**src/rtl/core/srdo_pkg.sv**
```systemverilog
// Shared constants, codes, types and helpers for the sample ring.
// No dependencies; srdo_if.sv and the core use it.

package srdo_pkg;

   localparam int RING_DEPTH        = 16;
   localparam int SENSOR_COUNT      = 16;
   localparam int PAYLOAD_MAX_BYTES = 8;
   localparam int MIN_SAMPLE_BYTES  = 2;

   localparam int PTR_W      = $clog2(RING_DEPTH);
   localparam int LEVEL_W    = $clog2(RING_DEPTH + 1);
   localparam int MASK_W     = 16;
   localparam int MASK_IDX_W = $clog2(MASK_W);
   localparam int ID_W       = 8;
   localparam int SIZE_IN_W  = 8;
   localparam int SENSOR_W   = 4;
   localparam int SIZE_W     = 4;
   localparam int PAYLOAD_W  = 64;
   localparam int PAYLOAD_BYTES = PAYLOAD_W / 8;
   localparam int TS_W       = 32;
   localparam int COUNT_W    = 32;

   localparam int CSR_ADDR_W = 3;
   localparam int CSR_DATA_W = 32;
   localparam int CSR_IDX_W  = CSR_ADDR_W - 2;

   localparam logic [CSR_IDX_W-1:0] CSR_SENSOR_ENABLE = CSR_IDX_W'(0);

   typedef enum logic [1:0] {
      REQ_PUSH = 2'd0,
      REQ_POP  = 2'd1,
      REQ_PEEK = 2'd2,
      REQ_NOP  = 2'd3
   } req_code_type;

   typedef enum logic [1:0] {
      STATUS_OK      = 2'd0,
      STATUS_DROPPED = 2'd1,
      STATUS_INVALID = 2'd2,
      STATUS_EMPTY   = 2'd3
   } status_code_type;

   typedef struct packed {
      logic [TS_W-1:0]      timestamp;
      logic [SENSOR_W-1:0]  sensor;
      logic [SIZE_W-1:0]    size;
      logic [PAYLOAD_W-1:0] payload;
   } slot_type;

   typedef struct packed {
      req_code_type         req_type;
      logic [ID_W-1:0]      sensor_num;
      logic [SIZE_IN_W-1:0] sample_size;
      logic [PAYLOAD_W-1:0] payload;
      logic [TS_W-1:0]      arrival_tick;
   } req_item_type;

   typedef struct packed {
      status_code_type      status;
      slot_type             entry;
      logic [LEVEL_W-1:0]   occupancy;
      logic [LEVEL_W-1:0]   high_water;
      logic [COUNT_W-1:0]   received_count;
      logic [COUNT_W-1:0]   dropped_count;
      logic [COUNT_W-1:0]   invalid_count;
   } rsp_item_type;

   function automatic logic [PTR_W-1:0] advance(input logic [PTR_W-1:0] p);
      return (p == PTR_W'(RING_DEPTH - 1)) ? '0 : p + PTR_W'(1);
   endfunction

endpackage

```
**src/rtl/core/srdo_if.sv**
```systemverilog
// Valid/ready channel interfaces for the sample ring: request and response.
// Depends on srdo_pkg for field widths.

interface srdo_req_if;
   logic                             valid;
   logic                             ready;
   logic [1:0]                       req_type;
   logic [srdo_pkg::ID_W-1:0]        sensor_num;
   logic [srdo_pkg::SIZE_IN_W-1:0]   sample_size;
   logic [srdo_pkg::PAYLOAD_W-1:0]   payload;
   logic [srdo_pkg::TS_W-1:0]        arrival_tick;

   modport source (output valid, req_type, sensor_num, sample_size, payload, arrival_tick,
                   input ready);
   modport sink   (input valid, req_type, sensor_num, sample_size, payload, arrival_tick,
                   output ready);
endinterface

interface srdo_rsp_if;
   logic                             valid;
   logic                             ready;
   logic [1:0]                       status;
   logic [srdo_pkg::TS_W-1:0]        out_timestamp;
   logic [srdo_pkg::SENSOR_W-1:0]    out_sensor;
   logic [srdo_pkg::SIZE_W-1:0]      out_size;
   logic [srdo_pkg::PAYLOAD_W-1:0]   out_payload;
   logic [srdo_pkg::LEVEL_W-1:0]     occupancy;
   logic [srdo_pkg::LEVEL_W-1:0]     high_water;
   logic [srdo_pkg::COUNT_W-1:0]     received_count;
   logic [srdo_pkg::COUNT_W-1:0]     dropped_count;
   logic [srdo_pkg::COUNT_W-1:0]     invalid_count;

   modport source (output valid, status, out_timestamp, out_sensor, out_size, out_payload,
                   occupancy, high_water, received_count, dropped_count, invalid_count,
                   input ready);
   modport sink   (input valid, status, out_timestamp, out_sensor, out_size, out_payload,
                   occupancy, high_water, received_count, dropped_count, invalid_count,
                   output ready);
endinterface

```
**src/rtl/core/srdo_slots.sv**
```systemverilog
// Generic RAM: one write port, one read port with registered read data.
// No dependencies; a read of the word being written returns the new word.

module srdo_slots #(
   parameter int WIDTH = 8,
   parameter int DEPTH = 16
) (
   input  logic                     clock,
   input  logic                     wr_en,
   input  logic [$clog2(DEPTH)-1:0] wr_addr,
   input  logic [WIDTH-1:0]         wr_data,
   input  logic [$clog2(DEPTH)-1:0] rd_addr,
   output logic [WIDTH-1:0]         rd_data
);

   logic [WIDTH-1:0] mem_ff [DEPTH];
   logic [WIDTH-1:0] rd_data_ff;

   always_ff @(posedge clock) begin
      if (wr_en) begin
         mem_ff[wr_addr] <= wr_data;
      end
      if (wr_en && wr_addr == rd_addr) begin
         rd_data_ff <= wr_data;
      end else begin
         rd_data_ff <= mem_ff[rd_addr];
      end
   end

   assign rd_data = rd_data_ff;

endmodule

```
**src/rtl/core/sample_ring_drop_oldest_core.sv**
```systemverilog
// Top level of the sample ring: request register, single-pass ring update, response register.
// Depends on srdo_pkg, srdo_if.sv and srdo_slots.

// A queue of sensor samples in a 16-slot ring. Push stores a checked sample at the
// tail (dropping the oldest entry when full), pop and peek return the head. Each
// request gives exactly one response, through the request and response registers, and
// one request is taken every cycle while responses are taken: the request register feeds
// one pass of pointer, level and counter update plus the head slot, which the slot RAM
// holds in its read register. A stalled response holds the request stage and with it
// new requests. Slot contents need no clearing after reset. The enable mask sits at byte
// address 0 of the APB port and reads back in the low 16 bits.

module sample_ring_drop_oldest_core (
   input  logic                             clock,
   input  logic                             reset,
   srdo_req_if.sink                         req,
   srdo_rsp_if.source                       rsp,
   input  logic                             psel,
   input  logic                             penable,
   input  logic                             pwrite,
   input  logic [srdo_pkg::CSR_ADDR_W-1:0]  paddr,
   input  logic [srdo_pkg::CSR_DATA_W-1:0]  pwdata,
   output logic [srdo_pkg::CSR_DATA_W-1:0]  prdata,
   output logic                             pready
);

   localparam int LW = srdo_pkg::LEVEL_W;
   localparam int CW = srdo_pkg::COUNT_W;

   logic [srdo_pkg::MASK_W-1:0]   enable_mask_ff;
   logic [srdo_pkg::CSR_IDX_W-1:0] csr_idx;

   logic                          s1_valid_ff, s1_valid_in;
   srdo_pkg::req_item_type        s1_item_ff;
   logic                          rsp_valid_ff, rsp_valid_in;
   srdo_pkg::rsp_item_type        rsp_ff, rsp_in;
   logic                          s2_load;

   logic [srdo_pkg::PTR_W-1:0]    wr_ptr_ff, wr_ptr_in;
   logic [srdo_pkg::PTR_W-1:0]    rd_ptr_ff, rd_ptr_in;
   logic [LW-1:0]                 fill_ff, fill_in;
   logic [LW-1:0]                 peak_ff, peak_in;
   logic [CW-1:0]                 accepted_ff, accepted_in;
   logic [CW-1:0]                 overwritten_ff, overwritten_in;
   logic [CW-1:0]                 rejected_ff, rejected_in;

   logic                          push_ok;
   logic                          slot_wr;
   srdo_pkg::slot_type            slot_wdata;
   srdo_pkg::slot_type            head;
   logic [srdo_pkg::PTR_W-1:0]    head_addr;
   logic [srdo_pkg::PAYLOAD_W-1:0] kept_payload;

   // Configuration port
   assign pready  = 1'b1;
   assign csr_idx = paddr[srdo_pkg::CSR_ADDR_W-1:2];

   always_ff @(posedge clock) begin
      if (reset) begin
         enable_mask_ff <= '0;
      end else if (psel && penable && pwrite && pready &&
                   csr_idx == srdo_pkg::CSR_SENSOR_ENABLE) begin
         enable_mask_ff <= pwdata[srdo_pkg::MASK_W-1:0];
      end
   end

   always_comb begin
      prdata = '0;
      if (csr_idx == srdo_pkg::CSR_SENSOR_ENABLE) begin
         prdata = srdo_pkg::CSR_DATA_W'(enable_mask_ff);
      end
   end

   // Handshake: request stage advances whenever the response register is free
   assign s2_load   = s1_valid_ff && (!rsp_valid_ff || rsp.ready);
   assign req.ready = !s1_valid_ff || s2_load;

   always_comb begin
      s1_valid_in = s1_valid_ff;
      if (req.valid && req.ready) begin
         s1_valid_in = 1'b1;
      end else if (s2_load) begin
         s1_valid_in = 1'b0;
      end
      rsp_valid_in = rsp_valid_ff;
      if (s2_load) begin
         rsp_valid_in = 1'b1;
      end else if (rsp.ready) begin
         rsp_valid_in = 1'b0;
      end
   end

   always_ff @(posedge clock) begin
      if (reset) begin
         s1_valid_ff  <= 1'b0;
         rsp_valid_ff <= 1'b0;
      end else begin
         s1_valid_ff  <= s1_valid_in;
         rsp_valid_ff <= rsp_valid_in;
      end
   end

   always_ff @(posedge clock) begin
      if (req.valid && req.ready) begin
         s1_item_ff.req_type     <= srdo_pkg::req_code_type'(req.req_type);
         s1_item_ff.sensor_num   <= req.sensor_num;
         s1_item_ff.sample_size  <= req.sample_size;
         s1_item_ff.payload      <= req.payload;
         s1_item_ff.arrival_tick <= req.arrival_tick;
      end
      if (s2_load) begin
         rsp_ff <= rsp_in;
      end
   end

   // Sample checks, applied to the held request
   assign push_ok =
      (s1_item_ff.sample_size >= srdo_pkg::SIZE_IN_W'(srdo_pkg::MIN_SAMPLE_BYTES)) &&
      (s1_item_ff.sample_size <= srdo_pkg::SIZE_IN_W'(srdo_pkg::PAYLOAD_MAX_BYTES)) &&
      (s1_item_ff.sensor_num < srdo_pkg::ID_W'(srdo_pkg::SENSOR_COUNT)) &&
      (s1_item_ff.sensor_num < srdo_pkg::ID_W'(srdo_pkg::MASK_W)) &&
      enable_mask_ff[s1_item_ff.sensor_num[srdo_pkg::MASK_IDX_W-1:0]];

   // Zero the bytes at and beyond the sample size
   always_comb begin
      for (int b = 0; b < srdo_pkg::PAYLOAD_BYTES; b++) begin
         kept_payload[b*8 +: 8] =
            (s1_item_ff.sample_size > srdo_pkg::SIZE_IN_W'(b)) ?
            s1_item_ff.payload[b*8 +: 8] : 8'h00;
      end
   end

   assign slot_wdata.timestamp = s1_item_ff.arrival_tick;
   assign slot_wdata.sensor    = s1_item_ff.sensor_num[srdo_pkg::SENSOR_W-1:0];
   assign slot_wdata.size      = s1_item_ff.sample_size[srdo_pkg::SIZE_W-1:0];
   assign slot_wdata.payload   = kept_payload;

   // Read ahead the slot that will be the head after this edge
   assign head_addr = s2_load ? rd_ptr_in : rd_ptr_ff;

   srdo_slots #(
      .WIDTH ($bits(srdo_pkg::slot_type)),
      .DEPTH (srdo_pkg::RING_DEPTH)
   ) u_slots (
      .clock   (clock),
      .wr_en   (slot_wr),
      .wr_addr (wr_ptr_ff),
      .wr_data (slot_wdata),
      .rd_addr (head_addr),
      .rd_data (head)
   );

   // Ring update and response for the held request
   always_comb begin
      wr_ptr_in      = wr_ptr_ff;
      rd_ptr_in      = rd_ptr_ff;
      fill_in        = fill_ff;
      peak_in        = peak_ff;
      accepted_in    = accepted_ff;
      overwritten_in = overwritten_ff;
      rejected_in    = rejected_ff;
      slot_wr        = 1'b0;
      rsp_in.status  = srdo_pkg::STATUS_OK;
      rsp_in.entry   = '0;
      case (s1_item_ff.req_type)
         srdo_pkg::REQ_PUSH: begin
            if (!push_ok) begin
               rejected_in   = rejected_ff + CW'(1);
               rsp_in.status = srdo_pkg::STATUS_INVALID;
            end else begin
               slot_wr     = s2_load;
               wr_ptr_in   = srdo_pkg::advance(wr_ptr_ff);
               accepted_in = accepted_ff + CW'(1);
               if (fill_ff == LW'(srdo_pkg::RING_DEPTH)) begin
                  // drop the oldest to make room
                  rd_ptr_in      = srdo_pkg::advance(rd_ptr_ff);
                  overwritten_in = overwritten_ff + CW'(1);
                  rsp_in.status  = srdo_pkg::STATUS_DROPPED;
               end else begin
                  fill_in = fill_ff + LW'(1);
                  if (fill_ff + LW'(1) > peak_ff) begin
                     peak_in = fill_ff + LW'(1);
                  end
               end
            end
         end
         srdo_pkg::REQ_POP, srdo_pkg::REQ_PEEK: begin
            if (fill_ff == '0) begin
               rsp_in.status = srdo_pkg::STATUS_EMPTY;
            end else begin
               rsp_in.entry = head;
               if (s1_item_ff.req_type == srdo_pkg::REQ_POP) begin
                  rd_ptr_in = srdo_pkg::advance(rd_ptr_ff);
                  fill_in   = fill_ff - LW'(1);
               end
            end
         end
         default: begin
         end
      endcase
      rsp_in.occupancy      = fill_in;
      rsp_in.high_water     = peak_in;
      rsp_in.received_count = accepted_in;
      rsp_in.dropped_count  = overwritten_in;
      rsp_in.invalid_count  = rejected_in;
   end

   always_ff @(posedge clock) begin
      if (reset) begin
         wr_ptr_ff      <= '0;
         rd_ptr_ff      <= '0;
         fill_ff        <= '0;
         peak_ff        <= '0;
         accepted_ff    <= '0;
         overwritten_ff <= '0;
         rejected_ff    <= '0;
      end else if (s2_load) begin
         wr_ptr_ff      <= wr_ptr_in;
         rd_ptr_ff      <= rd_ptr_in;
         fill_ff        <= fill_in;
         peak_ff        <= peak_in;
         accepted_ff    <= accepted_in;
         overwritten_ff <= overwritten_in;
         rejected_ff    <= rejected_in;
      end
   end

   assign rsp.valid          = rsp_valid_ff;
   assign rsp.status         = rsp_ff.status;
   assign rsp.out_timestamp  = rsp_ff.entry.timestamp;
   assign rsp.out_sensor     = rsp_ff.entry.sensor;
   assign rsp.out_size       = rsp_ff.entry.size;
   assign rsp.out_payload    = rsp_ff.entry.payload;
   assign rsp.occupancy      = rsp_ff.occupancy;
   assign rsp.high_water     = rsp_ff.high_water;
   assign rsp.received_count = rsp_ff.received_count;
   assign rsp.dropped_count  = rsp_ff.dropped_count;
   assign rsp.invalid_count  = rsp_ff.invalid_count;

`ifndef SYNTH
   a_level_bounds: assert property (@(posedge clock) disable iff (reset)
      fill_ff <= LW'(srdo_pkg::RING_DEPTH) && peak_ff >= fill_ff)
      else $error("fill level above depth or above high-water mark");

   a_ptr_match: assert property (@(posedge clock) disable iff (reset)
      (fill_ff == '0 || fill_ff == LW'(srdo_pkg::RING_DEPTH)) |-> wr_ptr_ff == rd_ptr_ff)
      else $error("pointers disagree with empty or full ring");

   a_drop_full: assert property (@(posedge clock) disable iff (reset)
      (rsp.valid && rsp.status == srdo_pkg::STATUS_DROPPED) |->
      rsp.occupancy == LW'(srdo_pkg::RING_DEPTH))
      else $error("oldest dropped while ring not full");

   a_empty_zero: assert property (@(posedge clock) disable iff (reset)
      (rsp.valid && rsp.status == srdo_pkg::STATUS_EMPTY) |->
      (rsp.occupancy == '0 && rsp.out_payload == '0))
      else $error("empty status with entries held");

   a_push_advance: assert property (@(posedge clock) disable iff (reset)
      slot_wr |=> wr_ptr_ff == srdo_pkg::advance($past(wr_ptr_ff)))
      else $error("tail did not advance after slot write");
`endif

endmodule

```
**src/flat_wrapper.sv**
```systemverilog
// flat-port wrapper written by rule: the top's interface ports become plain ports
module sample_ring_drop_oldest_core_flat 
  (clock, reset, psel, penable, pwrite, paddr, pwdata, prdata, pready, req_valid, req_req_type, req_sensor_num, req_sample_size, req_payload, req_arrival_tick, req_ready, rsp_valid, rsp_status, rsp_out_timestamp, rsp_out_sensor, rsp_out_size, rsp_out_payload, rsp_occupancy, rsp_high_water, rsp_received_count, rsp_dropped_count, rsp_invalid_count, rsp_ready);
  srdo_req_if req_i ();
  srdo_rsp_if rsp_i ();
  input  logic clock;
  input  logic reset;
  input  logic psel;
  input  logic penable;
  input  logic pwrite;
  input  logic [srdo_pkg::CSR_ADDR_W-1:0] paddr;
  input  logic [srdo_pkg::CSR_DATA_W-1:0] pwdata;
  output logic [srdo_pkg::CSR_DATA_W-1:0] prdata;
  output logic pready;
  input wire logic [$bits(req_i.valid)-1:0] req_valid;
  input wire logic [$bits(req_i.req_type)-1:0] req_req_type;
  input wire logic [$bits(req_i.sensor_num)-1:0] req_sensor_num;
  input wire logic [$bits(req_i.sample_size)-1:0] req_sample_size;
  input wire logic [$bits(req_i.payload)-1:0] req_payload;
  input wire logic [$bits(req_i.arrival_tick)-1:0] req_arrival_tick;
  output wire logic [$bits(req_i.ready)-1:0] req_ready;
  output wire logic [$bits(rsp_i.valid)-1:0] rsp_valid;
  output wire logic [$bits(rsp_i.status)-1:0] rsp_status;
  output wire logic [$bits(rsp_i.out_timestamp)-1:0] rsp_out_timestamp;
  output wire logic [$bits(rsp_i.out_sensor)-1:0] rsp_out_sensor;
  output wire logic [$bits(rsp_i.out_size)-1:0] rsp_out_size;
  output wire logic [$bits(rsp_i.out_payload)-1:0] rsp_out_payload;
  output wire logic [$bits(rsp_i.occupancy)-1:0] rsp_occupancy;
  output wire logic [$bits(rsp_i.high_water)-1:0] rsp_high_water;
  output wire logic [$bits(rsp_i.received_count)-1:0] rsp_received_count;
  output wire logic [$bits(rsp_i.dropped_count)-1:0] rsp_dropped_count;
  output wire logic [$bits(rsp_i.invalid_count)-1:0] rsp_invalid_count;
  input wire logic [$bits(rsp_i.ready)-1:0] rsp_ready;
  assign req_i.valid = req_valid;
  assign req_i.req_type = req_req_type;
  assign req_i.sensor_num = req_sensor_num;
  assign req_i.sample_size = req_sample_size;
  assign req_i.payload = req_payload;
  assign req_i.arrival_tick = req_arrival_tick;
  assign req_ready = req_i.ready;
  assign rsp_valid = rsp_i.valid;
  assign rsp_status = rsp_i.status;
  assign rsp_out_timestamp = rsp_i.out_timestamp;
  assign rsp_out_sensor = rsp_i.out_sensor;
  assign rsp_out_size = rsp_i.out_size;
  assign rsp_out_payload = rsp_i.out_payload;
  assign rsp_occupancy = rsp_i.occupancy;
  assign rsp_high_water = rsp_i.high_water;
  assign rsp_received_count = rsp_i.received_count;
  assign rsp_dropped_count = rsp_i.dropped_count;
  assign rsp_invalid_count = rsp_i.invalid_count;
  assign rsp_i.ready = rsp_ready;
  sample_ring_drop_oldest_core u_core (.clock(clock), .reset(reset), .req(req_i), .rsp(rsp_i), .psel(psel), .penable(penable), .pwrite(pwrite), .paddr(paddr), .pwdata(pwdata), .prdata(prdata), .pready(pready));
endmodule
```
**config.mk**
```make
export PLATFORM = sky130hd
export DESIGN_NAME = sample_ring_drop_oldest_core_flat
export DESIGN_NICKNAME = d
export VERILOG_FILES = /design/src/rtl/core/srdo_pkg.sv /design/src/rtl/core/srdo_if.sv /design/src/rtl/core/srdo_slots.sv /design/src/rtl/core/sample_ring_drop_oldest_core.sv /design/src/flat_wrapper.sv
export SDC_FILE = /design/constraint.sdc
export NUM_CORES = 2
export LEC_CHECK = 0
export BUFFER_PORTS_ARGS = -buffer_cell sky130_fd_sc_hd__buf_2
export CORE_ASPECT_RATIO = 0.9
export CORE_MARGIN = 2
export CORE_UTILIZATION = 30
export DETAILED_ROUTE_END_ITERATION = 6
export SLEW_MARGIN = 0
export SYNTH_ARGS = -nofsm -noshare
export SYNTH_HDL_FRONTEND = slang
export SYNTH_SLANG_ARGS = --single-unit
```
**constraint.sdc**
```tcl
create_clock -name clock -period 11.9 [get_ports clock]
set_clock_uncertainty 0.05 [all_clocks]
set_input_delay 2.38 -clock clock [delete_from_list [all_inputs] [get_ports clock]]
set_output_delay 2.38 -clock clock [all_outputs]
set_load 0.03 [all_outputs]
```
==> flow_summary.json <==
{
  "status": "finished, final reports clean",
  "synth.area.mux_share_pct": 14.52,
  "cts_tree": "done",
  "yosys_warnings": 0,
  "cts_hold_buf": 0,
  "synth-compound-area-share_pct": 1.275,
  "dr.pass1.iters": 6,
  "synth_edf_count": 1990,
  "max-vdd-ir-drop_v": 0.0001117,
  "dp.cells": 7749,
  "finalSetupTns_ps": 0,
  "track_usage_pct": 14.44,
  "finalCritPeriodShare_pct": 50.58,
  "rsz0062_at_grt": "false",
  "synthTopCellsByArea": "edfxtp_1 (73%), mux4_2 (14%), dfxtp_1 (3.3%)",
  "instances_no_fill": 8131,
  "synth.top_cell.area_share_pct": 73.16,
  "final_antenna_net_count": 0,
  "drv_cap": 0,
  "start_util_pct": 30.18,
  "synth_area_leader_cell": "edfxtp_1",
  "chipWidth_um": 554.0,
  "clock-sinks": 2126,
  "maxSlewViolCount": 0,
  "tightest_slew_ps": 1325,
  "avgSynthCellArea_um2": 20.66,
  "hold_path_class": "reg -> reg",
  "clock-root-buffer": "clkbuf_16",
  "clkSlewWorstSetupHoldPaths_ps": 60,
  "row_count": 181,
  "grt_max_degree": 156,
  "startpoint_type": "input port",
  "endpoint_kind": "register",
  "fill_cells": 25030,
  "gp_congestion": 0.7879,
  "min-delay-start": "u_core.enable_mask_ff[5]",
  "clockBufferDepth": 4,
  "yosysSeqAreaShare_pct": 76.50,
  "die_area_mm2": 0.2765,
  "placed_area_mm2": 0.08798,
  "slew_headroom_pct": 11.50,
  "dp_hpwl_mm": 106.2,
  "io_buffers": 367,
  "wl_mm": 203.8,
  "fin_crit_ps": 6019,
  "p_leak_nw": 29.77,
  "drcViolationCount": 0,
  "globalRouteOverflowTotal": 0,
  "hold_viol": 0,
  "clock_latency_ps": 860,
  "cts_resized": 0,
  "antenna_found_initial": 21,
  "drive_gt1_share_pct": 28.35,
  "synth_fa_ha_area_share_pct": 0.2757,
  "rr_startpoint": "u_core.s1_item_ff[98]",
  "ys_top_cells_by_count": "edfxtp_1 (1,990), mux4_2 (520), clkbuf_1 (171)",
  "die_h_um": 499.0,
  "area_growth_pct": 16.03,
  "yosysMostFrequentCell": "edfxtp_1",
  "drt-initial-drc-count": 4156,
  "async_flop_share_pct": 0,
  "synthSimpleGateAreaFrac_pct": 4.554,
  "vias": 40090,
  "syn-cell-area_mm2": 0.08168,
  "grt_pass1_vias": 40350,
  "netlist-cell-type-count": 68,
  "critPathMaxFanout": 92,
  "nets": 4573,
  "worstPathArrival_ps": 6450,
  "grt_first_pass_wirelength_mm": 290.9,
  "worstPathRequired_ps": 12340,
  "ys_ff_latch": 2126,
  "synth_xor_area_share_pct": 1.662,
  "crit_type": "in -> reg",
  "viasPerCell": 4.931,
  "ff2ff_setup_slack_ps": 6390,
  "ios": 403,
  "synthCells": 3953,
  "wl_per_cell_um": 25.07,
  "stdcell_area_mm2": 0.09477,
  "coreArea_mm2": 0.2706,
  "cts_made_buffers": 216,
  "synth_top_family_by_area": "multiplexers",
  "setup_viol": 0,
  "crit_start": "rsp_ready",
  "power.density_mw_per_mm2": 160.1,
  "ys.flop_type": "edfxtp_1",
  "cts_htree_levels": 4,
  "postCtsSetupRepairBufs": 0,
  "max_freq_mhz": 166.1,
  "hold_ws_ps": 424.7
}
[layout make-up]
cell class / count / area, um2 / share of cell area (%)
clock buffer: 263 / 5684 / 5.998
sequential: 2126 / 62490 / 65.94
timing repair buffer: 434 / 2530 / 2.670
tap: 3568 / 4464 / 4.711
inverter: 20 / 82.58 / 0.08714
antenna: 2 / 5.005 / 0.005281
clock inverter: 117 / 1095 / 1.155
multi-input combinational: 1601 / 18410 / 19.43
[path summary, 6_finish.rpt]
path | end | cells past startpoint
worst min register to register | u_core.enable_mask_ff[5] | 2
worst max-delay path | u_core.u_slots.mem_ff[3][66] | 10
worst max register to register | u_core.u_slots.mem_ff[2][62] | 8
worst min-delay path | u_core.enable_mask_ff[5] | 2
[flip-flops by register name, summed over array words and instances (netlist names), 2 cells and up, named ones only]
name                       count
u_core.rsp.received_count     32
u_core.rsp.out_timestamp      32
u_core.fill_ff                 5
u_core.rsp.occupancy           5
u_core.u_slots.mem_ff       1664
u_core.rsp.status              2
u_core.rsp.out_sensor          4
u_core.s1_item_ff            114
u_core.rsp.out_payload        64
u_core.overwritten_ff         32
u_core.peak_ff                 5
u_core.rejected_ff            32
u_core.wr_ptr_ff               4
u_core.rsp.out_size            4
u_core.rsp.invalid_count      32
u_core.rsp.high_water          5
u_core.enable_mask_ff         16
u_core.rsp.dropped_count      32
u_core.accepted_ff            32
u_core.rd_ptr_ff               4
[per-stage QoR]
stage / utilization (%) / worst slack (ps) / power (mW)
3_5_place_dp: 32.51 / 4841 / 8.724
2_1_floorplan: - / 490.4 / 8.580
6_report: 35.02 / 5881 / 15.17
5_1_grt: 35.02 / 5617 / 15.65
4_1_cts: 35.02 / 5751 / 15.35
3_3_place_gp: 32.51 / 4916 / 8.711
[where the power goes]
group	switching [mW]	leakage [nW]	total [mW]	internal, mW
sequential	0.0584	19.2	8.29	8.23
combinational	0.221	7.26	0.272	0.0513
clock	2.86	3.31	6.61	3.75
total	3.14	29.8	15.2	12.0
[cell usage in the layout (no fill, tap or decap), drive strengths merged, types with 43 or more instances in the layout]
cell       n
a21oi     70
nand2    131
buf      434
o21ai     43
mux4     520
xnor2     68
edfxtp  1990
xor2      87
nor2b     69
and3     127
clkbuf   263
nor2     144
dfxtp    136
clkinv    90
nand3     62
[per-layer routing]
layer / routed length (um) / track usage, % / part of all wire, %
met5: 18 / 0 / 0.0088
met2: 93800 / 22.28 / 46
met3: 15580 / 3.067 / 7.6
met1: 89990 / 20.74 / 44
met4: 4416 / 3.650 / 2.2
[critical path: stages]
cell and delay, ps:
buf_2 90, nand2b_1 170, nand2_1 90, buf_4 250, inv_8 520, o211a_1 750
nand2_1 430, nor3_2 200, buf_4 640, buf_4 840
[kinds of logic (layout without fill, tap and decap cells)]
group / after synthesis / count (layout)
adders and majority gates: 18 / 18
muxes: 534 / 534
DFF: 2126 / 2126
xor gates and xnor gates: 155 / 155
buffers and inverters: 241 / 834
AOI/OAI and AO/OA: 166 / 166
other: 2 / 19
and+or+nand+nor: 711 / 711
Power figures use the tool's default switching activity.
